### config.mk
export PLATFORM = sky130hd
export DESIGN_NAME = ozone_frame_parser_averager_unit_flat
export DESIGN_NICKNAME = d
export VERILOG_FILES = /design/src/hdl/ofpa_pkg.sv /design/src/hdl/ofpa_ifs.sv /design/src/hdl/ofpa_divider.sv /design/src/hdl/ofpa_parser.sv /design/src/hdl/ozone_frame_parser_averager_unit.sv /design/src/flat_wrapper.sv
export VERILOG_INCLUDE_DIRS = /design/src /design/src/hdl
export SDC_FILE = /design/constraint.sdc
export NUM_CORES = 1
export LEC_CHECK = 0
export BUFFER_PORTS_ARGS = -buffer_cell sky130_fd_sc_hd__buf_2
export CORE_ASPECT_RATIO = 1.4
export CORE_MARGIN = 4
export CORE_UTILIZATION = 34
export DETAILED_ROUTE_END_ITERATION = 10
export GPL_TIMING_DRIVEN = 0
export SLEW_MARGIN = 20
export SYNTH_ARGS = -nofsm -noshare
export SYNTH_HDL_FRONTEND = slang
export SYNTH_SLANG_ARGS = --single-unit
### constraint.sdc
create_clock -name i_clk -period 5 [get_ports i_clk]
set_clock_uncertainty 0.05 [all_clocks]
set_input_delay 0.25 -clock i_clk [delete_from_list [all_inputs] [get_ports i_clk]]
set_output_delay 0.25 -clock i_clk [all_outputs]
set_load 0.01 [all_outputs]
### src/hdl/ozone_frame_parser_averager_unit_assert.svh
// ----------------------------------------------------------------------------
// Assertion macros for the ozone frame parser and averager.
// Concurrent checks in simulation, empty bodies when SYNTH is defined.
// ----------------------------------------------------------------------------
`ifndef OZONE_FRAME_PARSER_AVERAGER_UNIT_ASSERT_SVH
`define OZONE_FRAME_PARSER_AVERAGER_UNIT_ASSERT_SVH

`ifndef SYNTH
// Property must hold at every clock edge outside reset.
`define OFPA_ASSERT(label, clk, rst_n, prop, msg) \
    label: assert property (@(posedge clk) disable iff (!rst_n) (prop)) else $error(msg);
// Expression must never be true outside reset.
`define OFPA_NEVER(label, clk, rst_n, expr, msg) \
    label: assert property (@(posedge clk) disable iff (!rst_n) !(expr)) else $error(msg);
`else
`define OFPA_ASSERT(label, clk, rst_n, prop, msg)
`define OFPA_NEVER(label, clk, rst_n, expr, msg)
`endif

`endif

### src/hdl/ofpa_pkg.sv
// ----------------------------------------------------------------------------
// ofpa_pkg
// Shared types and constants of the ozone frame parser and averager.
// ----------------------------------------------------------------------------
package ofpa_pkg;

    // Configuration register indexes.
    localparam logic [1:0] CFG_IDX_GAS   = 2'd0;
    localparam logic [1:0] CFG_IDX_UNIT  = 2'd1;
    localparam logic [1:0] CFG_IDX_INSTR = 2'd2;

    // Configuration reset values.
    localparam logic [7:0] GAS_CODE_RST   = 8'h2A;
    localparam logic [7:0] UNIT_CODE_RST  = 8'h04;
    localparam logic [7:0] INSTR_CODE_RST = 8'h00;

    // First byte of every frame.
    localparam logic [7:0] HDR_BYTE = 8'hFF;

    // Largest value shown on the 16-bit result fields.
    localparam logic [15:0] SHOW_MAX = 16'hFFFF;

    // Request from the sequencer to the parser for one accepted item.
    typedef struct packed {
        logic       take;
        logic       cmd;
        logic [7:0] rx_byte;
    } t_parse_req;

    // Parser status of the last item.
    typedef struct packed {
        logic        good;
        logic        bad;
        logic [15:0] conc;
    } t_parse_rsp;

endpackage

### src/hdl/ofpa_ifs.sv
// ----------------------------------------------------------------------------
// ofpa_ifs
// Valid/ready channels of the ozone frame parser and averager.
// ----------------------------------------------------------------------------
interface ofpa_in_if;
    logic       valid;
    logic       ready;
    logic       cmd;
    logic [7:0] rx_byte;

    modport source (output valid, output cmd, output rx_byte, input ready);
    modport sink   (input valid, input cmd, input rx_byte, output ready);
endinterface

interface ofpa_out_if;
    logic        valid;
    logic        ready;
    logic [15:0] average;
    logic [15:0] samples;
    logic        frame_good;
    logic        checksum_error;
    logic        overflow;

    modport source (output valid, output average, output samples, output frame_good,
                    output checksum_error, output overflow, input ready);
    modport sink   (input valid, input average, input samples, input frame_good,
                    input checksum_error, input overflow, output ready);
endinterface

interface ofpa_cfg_if;
    logic       valid;
    logic       ready;
    logic [1:0] index;
    logic [7:0] data;

    modport source (output valid, output index, output data, input ready);
    modport sink   (input valid, input index, input data, output ready);
endinterface

### src/hdl/ofpa_divider.sv
// ----------------------------------------------------------------------------
// ofpa_divider
// Restoring divider, one quotient bit per clock cycle.
// ----------------------------------------------------------------------------
module ofpa_divider #(
    parameter int NUM_W = 32,
    parameter int DEN_W = 16
) (
    input  logic             i_clk,
    input  logic             i_rst_n,
    input  logic             i_start,
    input  logic [NUM_W-1:0] i_num,
    input  logic [DEN_W-1:0] i_den,
    output logic             o_done,
    output logic [NUM_W-1:0] o_quo
);

    localparam int CNT_W = $clog2(NUM_W + 1);

    logic [DEN_W-1:0] r_rem;
    logic [DEN_W-1:0] r_den;
    logic [NUM_W-1:0] r_quo;
    logic [CNT_W-1:0] r_cnt;
    logic             r_busy;
    logic             r_done;

    logic [DEN_W:0]   shifted;
    logic [DEN_W+1:0] diff;
    logic             borrow;

    // Shift in the next numerator bit and try to subtract the divisor.
    always_comb begin
        shifted = {r_rem, r_quo[NUM_W-1]};
        diff    = {1'b0, shifted} - {2'b00, r_den};
        borrow  = diff[DEN_W+1];
    end

    always_ff @(posedge i_clk) begin
        if (!i_rst_n) begin
            r_busy <= 1'b0;
            r_done <= 1'b0;
            r_cnt  <= '0;
        end else begin
            r_done <= 1'b0;
            if (i_start) begin
                r_busy <= 1'b1;
                r_cnt  <= CNT_W'(NUM_W);
                r_rem  <= '0;
                r_den  <= i_den;
                r_quo  <= i_num;
            end else if (r_busy) begin
                r_rem <= borrow ? shifted[DEN_W-1:0] : diff[DEN_W-1:0];
                r_quo <= {r_quo[NUM_W-2:0], ~borrow};
                r_cnt <= r_cnt - 1'b1;
                if (r_cnt == CNT_W'(1)) begin
                    r_busy <= 1'b0;
                    r_done <= 1'b1;
                end
            end
        end
    end

    assign o_done = r_done;
    assign o_quo  = r_quo;

endmodule

### src/hdl/ofpa_parser.sv
// ----------------------------------------------------------------------------
// ofpa_parser
// Byte-wise parser of the 9-byte sensor frame with running checksum.
// ----------------------------------------------------------------------------
module ofpa_parser (
    input  logic                i_clk,
    input  logic                i_rst_n,
    input  ofpa_pkg::t_parse_req i_req,
    input  logic [7:0]          i_gas_code,
    input  logic [7:0]          i_unit_code,
    input  logic [7:0]          i_instr_code,
    output ofpa_pkg::t_parse_rsp o_rsp
);

    typedef enum logic [3:0] {
        ST_IDLE,
        ST_GAS,
        ST_UNIT,
        ST_INSTR,
        ST_CONC_HI,
        ST_CONC_LO,
        ST_RANGE_HI,
        ST_RANGE_LO,
        ST_CHECK
    } t_parse_state;

    t_parse_state r_state;
    logic [7:0]   r_sum;
    logic [15:0]  r_conc;
    logic         r_good;
    logic         r_bad;

    logic [7:0] rx;
    assign rx = i_req.rx_byte;

    always_ff @(posedge i_clk) begin
        if (!i_rst_n) begin
            r_state <= ST_IDLE;
            r_sum   <= '0;
            r_conc  <= '0;
            r_good  <= 1'b0;
            r_bad   <= 1'b0;
        end else if (i_req.take) begin
            r_good <= 1'b0;
            r_bad  <= 1'b0;
            // A restart command leaves the parser alone.
            if (!i_req.cmd) begin
                unique case (r_state)
                    ST_GAS: begin
                        if (rx == i_gas_code) begin
                            r_sum   <= r_sum + rx;
                            r_state <= ST_UNIT;
                        end else begin
                            r_state <= ST_IDLE;
                        end
                    end
                    ST_UNIT: begin
                        if (rx == i_unit_code) begin
                            r_sum   <= r_sum + rx;
                            r_state <= ST_INSTR;
                        end else begin
                            r_state <= ST_IDLE;
                        end
                    end
                    ST_INSTR: begin
                        if (rx == i_instr_code) begin
                            r_sum   <= r_sum + rx;
                            r_state <= ST_CONC_HI;
                        end else begin
                            r_state <= ST_IDLE;
                        end
                    end
                    ST_CONC_HI: begin
                        r_sum   <= r_sum + rx;
                        r_conc  <= {rx, 8'h00};
                        r_state <= ST_CONC_LO;
                    end
                    ST_CONC_LO: begin
                        r_sum   <= r_sum + rx;
                        r_conc  <= {r_conc[15:8], rx};
                        r_state <= ST_RANGE_HI;
                    end
                    ST_RANGE_HI: begin
                        r_sum   <= r_sum + rx;
                        r_state <= ST_RANGE_LO;
                    end
                    ST_RANGE_LO: begin
                        r_sum   <= r_sum + rx;
                        r_state <= ST_CHECK;
                    end
                    ST_CHECK: begin
                        if (~r_sum == rx) begin
                            r_good <= 1'b1;
                        end else begin
                            r_bad <= 1'b1;
                        end
                        r_state <= ST_IDLE;
                    end
                    default: begin
                        if (rx == ofpa_pkg::HDR_BYTE) begin
                            r_sum   <= rx;
                            r_state <= ST_GAS;
                        end else begin
                            r_state <= ST_IDLE;
                        end
                    end
                endcase
            end
        end
    end

    assign o_rsp.good = r_good;
    assign o_rsp.bad  = r_bad;
    assign o_rsp.conc = r_conc;

endmodule

### src/hdl/ozone_frame_parser_averager_unit.sv
// ----------------------------------------------------------------------------
// ozone_frame_parser_averager_unit
// Ozone sensor frame parser with saturating accumulator and averager.
// ----------------------------------------------------------------------------
// Usage:
// Each item on i_in is either one received serial byte (cmd 0) or a restart
// command (cmd 1) that clears the running total and the sample count.
// Every item produces exactly one result item on o_out with the current
// average (total divided by count, 0 with no samples, shown saturated at
// 65535), the sample count and the frame status flags of that byte.
// The header codes are set through i_cfg, index 0 gas, 1 unit, 2 instruction;
// writes to other indexes are ignored. Write them only while the unit is idle.
// Sequence: an accepted item passes through S_ACC, S_LOAD, S_DIV and S_DONE; the
// restoring divider works at one quotient bit per cycle in S_DIV. The unit takes no
// new item while one is in flight; i_in takes the next
// item once the result sits in the output register, so a stalled receiver
// holds the unit only once a second result is ready to be stored.
// Reset (synchronous, active low) clears the parser, the accumulators, the
// output valid flag and restores the default header codes.
// ----------------------------------------------------------------------------
`include "ozone_frame_parser_averager_unit_assert.svh"

module ozone_frame_parser_averager_unit #(
    parameter int SUM_WIDTH   = 32,
    parameter int COUNT_WIDTH = 16
) (
    input  logic        i_clk,
    input  logic        i_rst_n,
    ofpa_in_if.sink     i_in,
    ofpa_cfg_if.sink    i_cfg,
    ofpa_out_if.source  o_out
);

    // Width that holds the sample count and the largest shown value.
    localparam int CW_EXT = (COUNT_WIDTH > 16) ? COUNT_WIDTH : 17;

    // Sequencer: take an item, update the accumulators, run the divider,
    // then hand the result to the output register.
    typedef enum logic [2:0] {
        S_IDLE,
        S_ACC,
        S_LOAD,
        S_DIV,
        S_DONE
    } t_seq_state;

    t_seq_state r_state;

    // Configuration registers.
    logic [7:0] r_gas_code;
    logic [7:0] r_unit_code;
    logic [7:0] r_instr_code;

    // Accumulators.
    logic [SUM_WIDTH-1:0]   r_total;
    logic [COUNT_WIDTH-1:0] r_count;
    logic                   r_ovf;

    // Output register.
    logic        r_o_valid;
    logic [15:0] r_o_average;
    logic [15:0] r_o_samples;
    logic        r_o_good;
    logic        r_o_bad;
    logic        r_o_ovf;

    logic                   in_take;
    ofpa_pkg::t_parse_req   parse_req;
    ofpa_pkg::t_parse_rsp   parse_rsp;
    logic                   div_start;
    logic                   div_done;
    logic [SUM_WIDTH-1:0]   div_quo;
    logic [SUM_WIDTH:0]     sum_ext;
    logic                   acc_full;
    logic [15:0]            avg_show;
    logic [CW_EXT-1:0]      count_ext;
    logic [15:0]            count_show;

    assign i_in.ready  = (r_state == S_IDLE);
    assign in_take     = i_in.valid && i_in.ready;
    assign i_cfg.ready = 1'b1;

    assign parse_req.take    = in_take;
    assign parse_req.cmd     = i_in.cmd;
    assign parse_req.rx_byte = i_in.rx_byte;

    ofpa_parser u_parser (
        .i_clk        (i_clk),
        .i_rst_n      (i_rst_n),
        .i_req        (parse_req),
        .i_gas_code   (r_gas_code),
        .i_unit_code  (r_unit_code),
        .i_instr_code (r_instr_code),
        .o_rsp        (parse_rsp)
    );

    assign div_start = (r_state == S_LOAD);

    ofpa_divider #(
        .NUM_W (SUM_WIDTH),
        .DEN_W (COUNT_WIDTH)
    ) u_divider (
        .i_clk   (i_clk),
        .i_rst_n (i_rst_n),
        .i_start (div_start),
        .i_num   (r_total),
        .i_den   (r_count),
        .o_done  (div_done),
        .o_quo   (div_quo)
    );

    // A good frame is dropped when its concentration would carry the total
    // past its width, or when the sample count already sits at its maximum.
    always_comb begin
        sum_ext  = {1'b0, r_total} + (SUM_WIDTH + 1)'(parse_rsp.conc);
        acc_full = (&r_count) || sum_ext[SUM_WIDTH];
    end

    // Shown values saturate at the 16-bit maximum; no samples means average 0.
    always_comb begin
        if (r_count == '0) begin
            avg_show = '0;
        end else if (|div_quo[SUM_WIDTH-1:16]) begin
            avg_show = ofpa_pkg::SHOW_MAX;
        end else begin
            avg_show = div_quo[15:0];
        end
        count_ext = CW_EXT'(r_count);
        if (count_ext > CW_EXT'(ofpa_pkg::SHOW_MAX)) begin
            count_show = ofpa_pkg::SHOW_MAX;
        end else begin
            count_show = count_ext[15:0];
        end
    end

    // Configuration writes.
    always_ff @(posedge i_clk) begin
        if (!i_rst_n) begin
            r_gas_code   <= ofpa_pkg::GAS_CODE_RST;
            r_unit_code  <= ofpa_pkg::UNIT_CODE_RST;
            r_instr_code <= ofpa_pkg::INSTR_CODE_RST;
        end else if (i_cfg.valid && i_cfg.ready) begin
            unique case (i_cfg.index)
                ofpa_pkg::CFG_IDX_GAS:   r_gas_code   <= i_cfg.data;
                ofpa_pkg::CFG_IDX_UNIT:  r_unit_code  <= i_cfg.data;
                ofpa_pkg::CFG_IDX_INSTR: r_instr_code <= i_cfg.data;
                default: ;
            endcase
        end
    end

    // Sequencer, accumulators and output register.
    always_ff @(posedge i_clk) begin
        if (!i_rst_n) begin
            r_state   <= S_IDLE;
            r_total   <= '0;
            r_count   <= '0;
            r_ovf     <= 1'b0;
            r_o_valid <= 1'b0;
        end else begin
            // The output register fills from S_DONE and empties when the
            // receiver takes the result.
            if ((r_state == S_DONE) && (!r_o_valid || o_out.ready)) begin
                r_o_valid <= 1'b1;
            end else if (o_out.ready) begin
                r_o_valid <= 1'b0;
            end
            unique case (r_state)
                S_IDLE: begin
                    if (in_take) begin
                        r_ovf   <= 1'b0;
                        if (i_in.cmd) begin
                            r_total <= '0;
                            r_count <= '0;
                        end
                        r_state <= S_ACC;
                    end
                end
                S_ACC: begin
                    if (parse_rsp.good) begin
                        if (acc_full) begin
                            r_ovf <= 1'b1;
                        end else begin
                            r_total <= sum_ext[SUM_WIDTH-1:0];
                            r_count <= r_count + 1'b1;
                        end
                    end
                    r_state <= S_LOAD;
                end
                S_LOAD: begin
                    r_state <= S_DIV;
                end
                S_DIV: begin
                    if (div_done) begin
                        r_state <= S_DONE;
                    end
                end
                S_DONE: begin
                    if (!r_o_valid || o_out.ready) begin
                        r_o_average <= avg_show;
                        r_o_samples <= count_show;
                        r_o_good    <= parse_rsp.good;
                        r_o_bad     <= parse_rsp.bad;
                        r_o_ovf     <= r_ovf;
                        r_state     <= S_IDLE;
                    end
                end
                default: begin
                    r_state <= S_IDLE;
                end
            endcase
        end
    end

    assign o_out.valid          = r_o_valid;
    assign o_out.average        = r_o_average;
    assign o_out.samples        = r_o_samples;
    assign o_out.frame_good     = r_o_good;
    assign o_out.checksum_error = r_o_bad;
    assign o_out.overflow       = r_o_ovf;

    // A dropped frame is always a frame with a good checksum.
    `OFPA_NEVER(a_ovf_needs_good, i_clk, i_rst_n, o_out.valid && o_out.overflow && !o_out.frame_good, "overflow without good frame")
    // A frame cannot be both good and bad.
    `OFPA_NEVER(a_good_bad_excl, i_clk, i_rst_n, o_out.valid && o_out.frame_good && o_out.checksum_error, "good and bad frame at once")
    // The sample count only steps up by one or restarts from zero.
    `OFPA_ASSERT(a_count_step, i_clk, i_rst_n, (r_count != $past(r_count)) |-> ((r_count == $past(r_count) + 1'b1) || (r_count == '0)), "sample count jumped")
    // The divider finishes only while the sequencer waits for it.
    `OFPA_ASSERT(a_div_done_state, i_clk, i_rst_n, div_done |-> (r_state == S_DIV), "divider done outside wait state")

endmodule
### src/flat_wrapper.sv
// flat-port wrapper written by rule: the top's interface ports become plain ports
module ozone_frame_parser_averager_unit_flat 
#(
    parameter int SUM_WIDTH   = 32,
    parameter int COUNT_WIDTH = 16
)
  (i_clk, i_rst_n, i_in_valid, i_in_cmd, i_in_rx_byte, i_in_ready, i_cfg_valid, i_cfg_index, i_cfg_data, i_cfg_ready, o_out_valid, o_out_average, o_out_samples, o_out_frame_good, o_out_checksum_error, o_out_overflow, o_out_ready);
  ofpa_in_if i_in_i ();
  ofpa_cfg_if i_cfg_i ();
  ofpa_out_if o_out_i ();
  input  logic i_clk;
  input  logic i_rst_n;
  input wire logic [$bits(i_in_i.valid)-1:0] i_in_valid;
  input wire logic [$bits(i_in_i.cmd)-1:0] i_in_cmd;
  input wire logic [$bits(i_in_i.rx_byte)-1:0] i_in_rx_byte;
  output wire logic [$bits(i_in_i.ready)-1:0] i_in_ready;
  input wire logic [$bits(i_cfg_i.valid)-1:0] i_cfg_valid;
  input wire logic [$bits(i_cfg_i.index)-1:0] i_cfg_index;
  input wire logic [$bits(i_cfg_i.data)-1:0] i_cfg_data;
  output wire logic [$bits(i_cfg_i.ready)-1:0] i_cfg_ready;
  output wire logic [$bits(o_out_i.valid)-1:0] o_out_valid;
  output wire logic [$bits(o_out_i.average)-1:0] o_out_average;
  output wire logic [$bits(o_out_i.samples)-1:0] o_out_samples;
  output wire logic [$bits(o_out_i.frame_good)-1:0] o_out_frame_good;
  output wire logic [$bits(o_out_i.checksum_error)-1:0] o_out_checksum_error;
  output wire logic [$bits(o_out_i.overflow)-1:0] o_out_overflow;
  input wire logic [$bits(o_out_i.ready)-1:0] o_out_ready;
  assign i_in_i.valid = i_in_valid;
  assign i_in_i.cmd = i_in_cmd;
  assign i_in_i.rx_byte = i_in_rx_byte;
  assign i_in_ready = i_in_i.ready;
  assign i_cfg_i.valid = i_cfg_valid;
  assign i_cfg_i.index = i_cfg_index;
  assign i_cfg_i.data = i_cfg_data;
  assign i_cfg_ready = i_cfg_i.ready;
  assign o_out_valid = o_out_i.valid;
  assign o_out_average = o_out_i.average;
  assign o_out_samples = o_out_i.samples;
  assign o_out_frame_good = o_out_i.frame_good;
  assign o_out_checksum_error = o_out_i.checksum_error;
  assign o_out_overflow = o_out_i.overflow;
  assign o_out_i.ready = o_out_ready;
  ozone_frame_parser_averager_unit #(.SUM_WIDTH(SUM_WIDTH), .COUNT_WIDTH(COUNT_WIDTH)) u_core (.i_clk(i_clk), .i_rst_n(i_rst_n), .i_in(i_in_i), .i_cfg(i_cfg_i), .o_out(o_out_i));
endmodule
Word-level counts from Yosys, hierarchy flattened
Cells that the tools add are included.
{"block": "op_classes", "addsub": 5, "eq_ne": 30, "muxes": 48, "n_bitwise": 7, "reduce_logical": 31}
{"op": "32-bit 2-to-1 mux", "n": 6}
{"op": "16-bit 2-to-1 mux", "n": 7}
{"op": "16-bit case mux with 2 select lines", "n": 2}
{"op": "32-bit case mux with 2 select lines", "n": 1}
{"op": "8-bit case mux with 5 select lines", "n": 1}
{"op": "32-bit by 16-bit adder with 33-bit output", "n": 1}
{"op": "8-bit == test", "n": 4}
{"op": "8-bit 2-to-1 mux", "n": 4}
{"op": "4-bit case mux with 8 select lines", "n": 1}
{"op": "2-bit != test, second input constant", "n": 9}
{"op": "17-bit by 16-bit subtractor with 18-bit output", "n": 1}
{"op": "16-bit by 1-bit adder with 16-bit output, second input constant", "n": 1}
{"op": "4-bit by 3-bit == test with 1-bit output, second input constant", "n": 4}
{"op": "16-bit logical NOT", "n": 1}
{"op": "1-bit 2-to-1 mux", "n": 16}
{"op": "16-bit AND reduction", "n": 1}
{"op": "16-bit OR reduction", "n": 1}
{"op": "3-bit case mux with 5 select lines", "n": 1}
{"op": "3-bit 2-to-1 mux", "n": 4}
{"op": "6-bit 2-to-1 mux", "n": 2}
{"op": "2-bit AND reduction", "n": 6}
{"op": "3-bit AND reduction", "n": 3}
{"op": "8-bit adder", "n": 1}
{"op": "4-bit by 2-bit == test with 1-bit output, second input constant", "n": 2}
{"op": "other kinds (28)", "n": 41}
{"block": "totals", "reg_bits": 214, "in_bits": 24, "word_cells": 147}

Longest topological paths before layout
{"block": "depth", "ltp_word": 5, "depth_mapped": 11, "mapped_depth_nobuf": 10}

Cells and area by module
From an unflattened synthesis, not the netlist that was laid out.
{"block": "hier_totals", "cells_unflattened": 1141, "hier_area_um2": 11551.1}
{"mod": "ozone_frame_parser_averager_unit", "n_inst": 1, "cells_each": 576, "area_per_inst_um2": 5554.1}
{"mod": "ofpa_divider", "n_inst": 1, "cells_each": 322, "area_per_inst_um2": 3928.8}
{"mod": "ofpa_parser", "n_inst": 1, "cells_each": 243, "area_per_inst_um2": 2068.2}

Least setup slack after synthesis
Ideal clock, no wire load.
{"block": "synth_timing", "path_kind": "input port to flip-flop", "from": "in i_rst_n", "to": "reg u_core.u_divider.r_quo[0] (netlist: u_core.u_divider.o_quo[0]), enable pin", "setup_ns": 0.453, "t_arrival_ns": 3.015, "path_slack_ns": 1.482, "path_stages": 5, "path_buffers": 3, "cell_sequence": "clkbuf_1 > inv_1 > clkbuf_1 > clkbuf_1 > nor2_1"}
{"block": "synth_via", "elab_chain_cells": 1}
{"item": "start, declared", "line_no": "flat_wrapper.sv:12", "rtl": "input logic i_rst_n;"}
{"item": "2-bit AND reduction (no line)"}
{"item": "end signal, assigned", "line_no": "ofpa_divider.sv:50", "rtl": "r_quo <= i_num;"}
{"item": "end signal, assigned", "line_no": "ofpa_divider.sv:53", "rtl": "r_quo <= {r_quo[NUM_W-2:0], ~borrow};"}
{"item": "end, declared", "line_no": "ofpa_divider.sv:22", "rtl": "logic [NUM_W-1:0] r_quo;"}
No other way between the ends.
A chain may end at the register's enable or synchronous reset.

Worst setup path after layout
{"block": "layout_timing", "from": "reg u_core.u_divider.r_rem[2]", "to": "reg u_core.u_divider.r_quo[0] (netlist: u_core.u_divider.o_quo[0]) (data pin)"}
{"block": "layout_via", "elab_chain_cells": 4}
{"item": "start, declared", "line_no": "ofpa_divider.sv:20", "rtl": "logic [DEN_W-1:0] r_rem;"}
{"item": "start signal, assigned", "line_no": "ofpa_divider.sv:52", "rtl": "r_rem <= borrow ? shifted[DEN_W-1:0] : diff[DEN_W-1:0];"}
{"item": "17-bit by 16-bit subtractor with 18-bit output", "line_no": "ofpa_divider.sv:34", "rtl": "diff = {1'b0, shifted} - {2'b00, r_den};"}
{"item": "1-bit NOT", "line_no": "ofpa_divider.sv:53"}
{"item": "32-bit 2-to-1 mux", "line_no": "ofpa_divider.sv:51", "rtl": "end else if (r_busy) begin"}
{"item": "32-bit 2-to-1 mux", "line_no": "ofpa_divider.sv:45", "rtl": "if (i_start) begin"}
No other way between the ends. The select of a mux whose other input is x is not followed.

==> results.py <==
metrics = {
    "clocking": {
        "clk_pin_slew_worst_paths_ns": 0.06,
        "cts_root_buf": "clkbuf_16",
        "clk_latency_ns": 0.54,
        "htreeDepth": 1,
        "numCtsBuffers": 24,
        "post_cts_buffers": 0,
        "clockBufferDepth": 3,
        "cts_tree": "yes",
        "clock_sinks": 214,
    },
    "synth": {
        "synthMuxAreaShare_pct": 2.70,
        "ys_seq_area_share_pct": 47.4,
        "syn_inst": 1176,
        "async_flop_share_pct": 0,
        "synth_top_family_by_area": "simple AND/OR/NAND/NOR gates",
        "synthSimpleGateAreaFrac_pct": 18.0,
        "yosys.area.top_type": "edfxtp_1",
        "yosysMostFrequentCell": "nand2_1",
        "synth-xor-area-share_pct": 4.73,
        "syn-cell-area_um2": 11100,
        "synthTopCellsByCount": "188 x nand2_1, 115 x dfxtp_1, 99 x edfxtp_1",
        "synth_fa_ha_area_share_pct": 5.38,
        "synth_seq_cells": 214,
        "synth_nets": 1246,
        "synth-compound-area-share_pct": 17.7,
        "synth_warnings": 0,
        "synth-edff-count": 99,
        "synth_ff_type": "dfxtp_1",
        "ys_types": 84,
        "syn-mean-instance-area_um2": 9.46,
        "synth_top_area_share_pct": 26.7,
        "synth_area_leaders": "edfxtp_1 27%, dfxtp_1 21%, nand2_1 6.3%, ha_1 4.8%, a21oi_1 3.6%",
    },
    "grt": {
        "grt_overflow": 0,
        "antenna_found_initial": 0,
        "grt_max_degree": 28,
        "grt.total_usage_pct": 16.3,
        "grt_pass1_wl_um": 47800,
        "grt_pass1_vias": 9068,
    },
    "sta": {
        "maxSlewViolCount": 0,
        "fin_hold_ws_ns": 0.0323,
        "setup_tns_ns": 0,
        "max_freq_mhz": 328,
        "finalCritPeriodShare_pct": 61.0,
        "hold_viol_final": 0,
        "rsz0062_at_grt": "no",
        "relSlewSlack_pct": 43.9,
        "fin_crit_ns": 3.05,
        "setup_violations": 0,
        "tightest_slew_ns": 0.841,
    },
    "layout": {
        "n_fill_cell": 3227,
        "antenna_cells": 0,
        "multiInputGateArea_um2": 5420,
        "layout-drive-gt1-share_pct": 11.2,
        "finalNetCount": 1342,
        "ff_latch_area_um2": 5280,
        "syn2layout_area_growth_pct": 16.1,
    },
    "place": {
        "hpwlAfterDp_um": 21700,
        "gp_congestion": 0.901,
        "port_buffers": 58,
    },
    "power_and_ir_drop": {
        "p_leak_nw": 4.96,
        "powerDensity_nw_per_um2": 320,
        "vdd_drop_max_uv": 213,
        "power_mw": 4.13,
    },
    "worst_setup_path": {
        "reg2reg_from": "u_core.u_divider.r_rem[2]",
        "regToRegEndpoint": "u_core.u_divider.o_quo[0]",
        "cp-start-kind": "flop",
        "reg2reg_depth": 8,
        "rrSetupSlack_ns": 1.95,
        "required_ns": 5.15,
        "worstSetupPathType": "flop to flop",
        "crit_fanout": 10,
        "arrival_ns": 3.20,
        "crit_path_end": "u_core.u_divider.o_quo[0]",
        "cp-startpoint": "u_core.u_divider.r_rem[2]",
        "crit_path_end_kind": "flop",
    },
    "drt": {
        "post_drt_wl_per_cell_um": 16.8,
        "drc": 0,
        "vias_per_cell": 5.11,
        "totalWireLength_um": 29100,
        "via_count": 8839,
        "ant_nets": 0,
        "drt_pre_antenna_iters": 5,
        "dr.first_iter.drc_count": 424,
    },
    "flow_run": {
        "maxCapViolations": 0,
    },
    "floorplanning": {
        "die-area_um2": 35700,
        "rows": 78,
        "fp.coreArea_um2": 32300,
        "initial_core_util_pct": 34.4,
        "dieWidth_um": 161,
        "die_h_um": 222,
        "io-pin-count": 62,
    },
    "hold_path": {
        "timing.hold.worst.class": "input port to flop",
    },
    "run_status": {
        "outcome": "complete, no violations",
    },
}
-- final cells by class --
cell class	count	share of cell area, %
plain buffers	65	2.39
inverters	37	1.08
clock inverters	17	1.38
multi-input cells	860	42.0
repair buffers	70	3.33
well taps	440	4.26
clock buffers	27	4.74
flip-flops and latches	214	40.9
-- state kept, by name, indices dropped and copies added, names as in the netlist, 8 cells and up --
register / flops
u_core.count_show: 16
u_core.o_out.average: 16
u_core.o_out.samples: 16
u_core.r_gas_code: 8
u_core.r_instr_code: 8
u_core.r_total: 32
u_core.r_unit_code: 8
u_core.u_divider.o_quo: 32
u_core.u_divider.r_den: 16
u_core.u_divider.r_rem: 16
u_core.u_parser.r_conc: 16
u_core.u_parser.r_sum: 8
-- report_power, final --
part / internal [mW] / total (mW) / switching, mW
Combinational: 0.161 / 0.424 / 0.263
Clock: 1.04 / 1.78 / 0.739
Sequential: 1.89 / 1.93 / 0.0334
Total: 3.09 / 4.13 / 1.03
-- cells by family (layout without fill, tap and decap cells) --
family / count (synthesis) / count (layout)
simple gates: 434 / 434
compound gates: 289 / 289
flops: 214 / 214
buf+inv: 102 / 216
xor+xnor: 60 / 60
fa+ha+maj: 46 / 46
mux: 30 / 30
other cells: 1 / 1
-- worst min path at each step --
| stage | startpoint | end | slack (ns) | cells past startpoint |
|---|---|---|---|---|
| finish | o_out_ready | u_core.o_out.valid | 0.03 | 3 |
| global route | o_out_ready | u_core.o_out.valid | 0.06 | 3 |
| CTS | o_out_ready | u_core.o_out.valid | 0.03 | 3 |
| detailed placement | u_core.u_parser.r_conc[4] | u_core.u_parser.r_conc[4] | 0.40 | 2 |
| global placement | u_core.u_parser.r_conc[6] | u_core.u_parser.r_conc[6] | 0.40 | 2 |
| floorplan | i_cfg_data[2] | u_core.r_unit_code[2] | 0.33 | 2 |
-- critical path, stage by stage (launching register included) --
cell	delay [ns]
edfxtp_1	0.40
ha_1	0.38
a21o_1	0.24
a2111oi_4	0.38
a211o_2	0.23
a211oi_2	0.12
o41ai_4	0.49
buf_6	0.23
a31oi_1	0.19
-- stage by stage --
stage,std cells,util (%),worst slack (ns),area (um2)
3_3_place_gp,1674,37.0,-0.0193,12000
2_1_floorplan,1176,-,1.48,11100
6_report,1730,40.0,1.95,12900
4_1_cts,1730,40.0,1.96,12900
3_5_place_dp,1676,37.2,1.98,12000
5_1_grt,1730,40.0,1.75,12900
-- layout by cell type (no fill, tap or decap), types with 5 or more instances in the layout --
| master | instances |
|---|---|
| ha_1 | 43 |
| and4_1 | 5 |
| or2_2 | 5 |
| a31oi_1 | 12 |
| dfxtp_1 | 115 |
| nor3_1 | 29 |
| mux2i_1 | 30 |
| o21ai_0 | 62 |
| nor4_1 | 9 |
| clkinv_1 | 6 |
| xor2_1 | 14 |
| a41oi_1 | 7 |
| nand2b_1 | 8 |
| o21a_1 | 24 |
| a211oi_1 | 9 |
| nand3_1 | 45 |
| nand4_1 | 18 |
| a21o_1 | 14 |
| a21oi_1 | 81 |
| nor2_1 | 88 |
| nand3b_1 | 6 |
| o21ai_1 | 6 |
| clkbuf_1 | 47 |
| edfxtp_1 | 99 |
| or3_1 | 5 |
| nand2_1 | 188 |
| buf_6 | 6 |
| a311oi_1 | 8 |
| clkbuf_16 | 24 |
| inv_1 | 37 |
| o31ai_1 | 8 |
| buf_2 | 67 |
| and2_1 | 5 |
| xnor2_1 | 46 |
| o21bai_1 | 6 |
| dlygate4sd3_1 | 10 |
-- what timing repair did --
action / in CTS / in global routing
resized for setup: 0 / 0
hold buffers: 10 / 0
hold endpoints to repair: 26 / 0
-- per-layer routing --
metal | routed length [um] | vias up | GRT usage (%)
met5 | 0 | - | 0
met4 | 1020 | 0 | 6.33
met3 | 909 | 48 | 1.93
met2 | 15400 | 147 | 30.8
met1 | 11800 | 4210 | 18.6
li1 | - | 4434 | -
(Power assumes the default switching activity.)
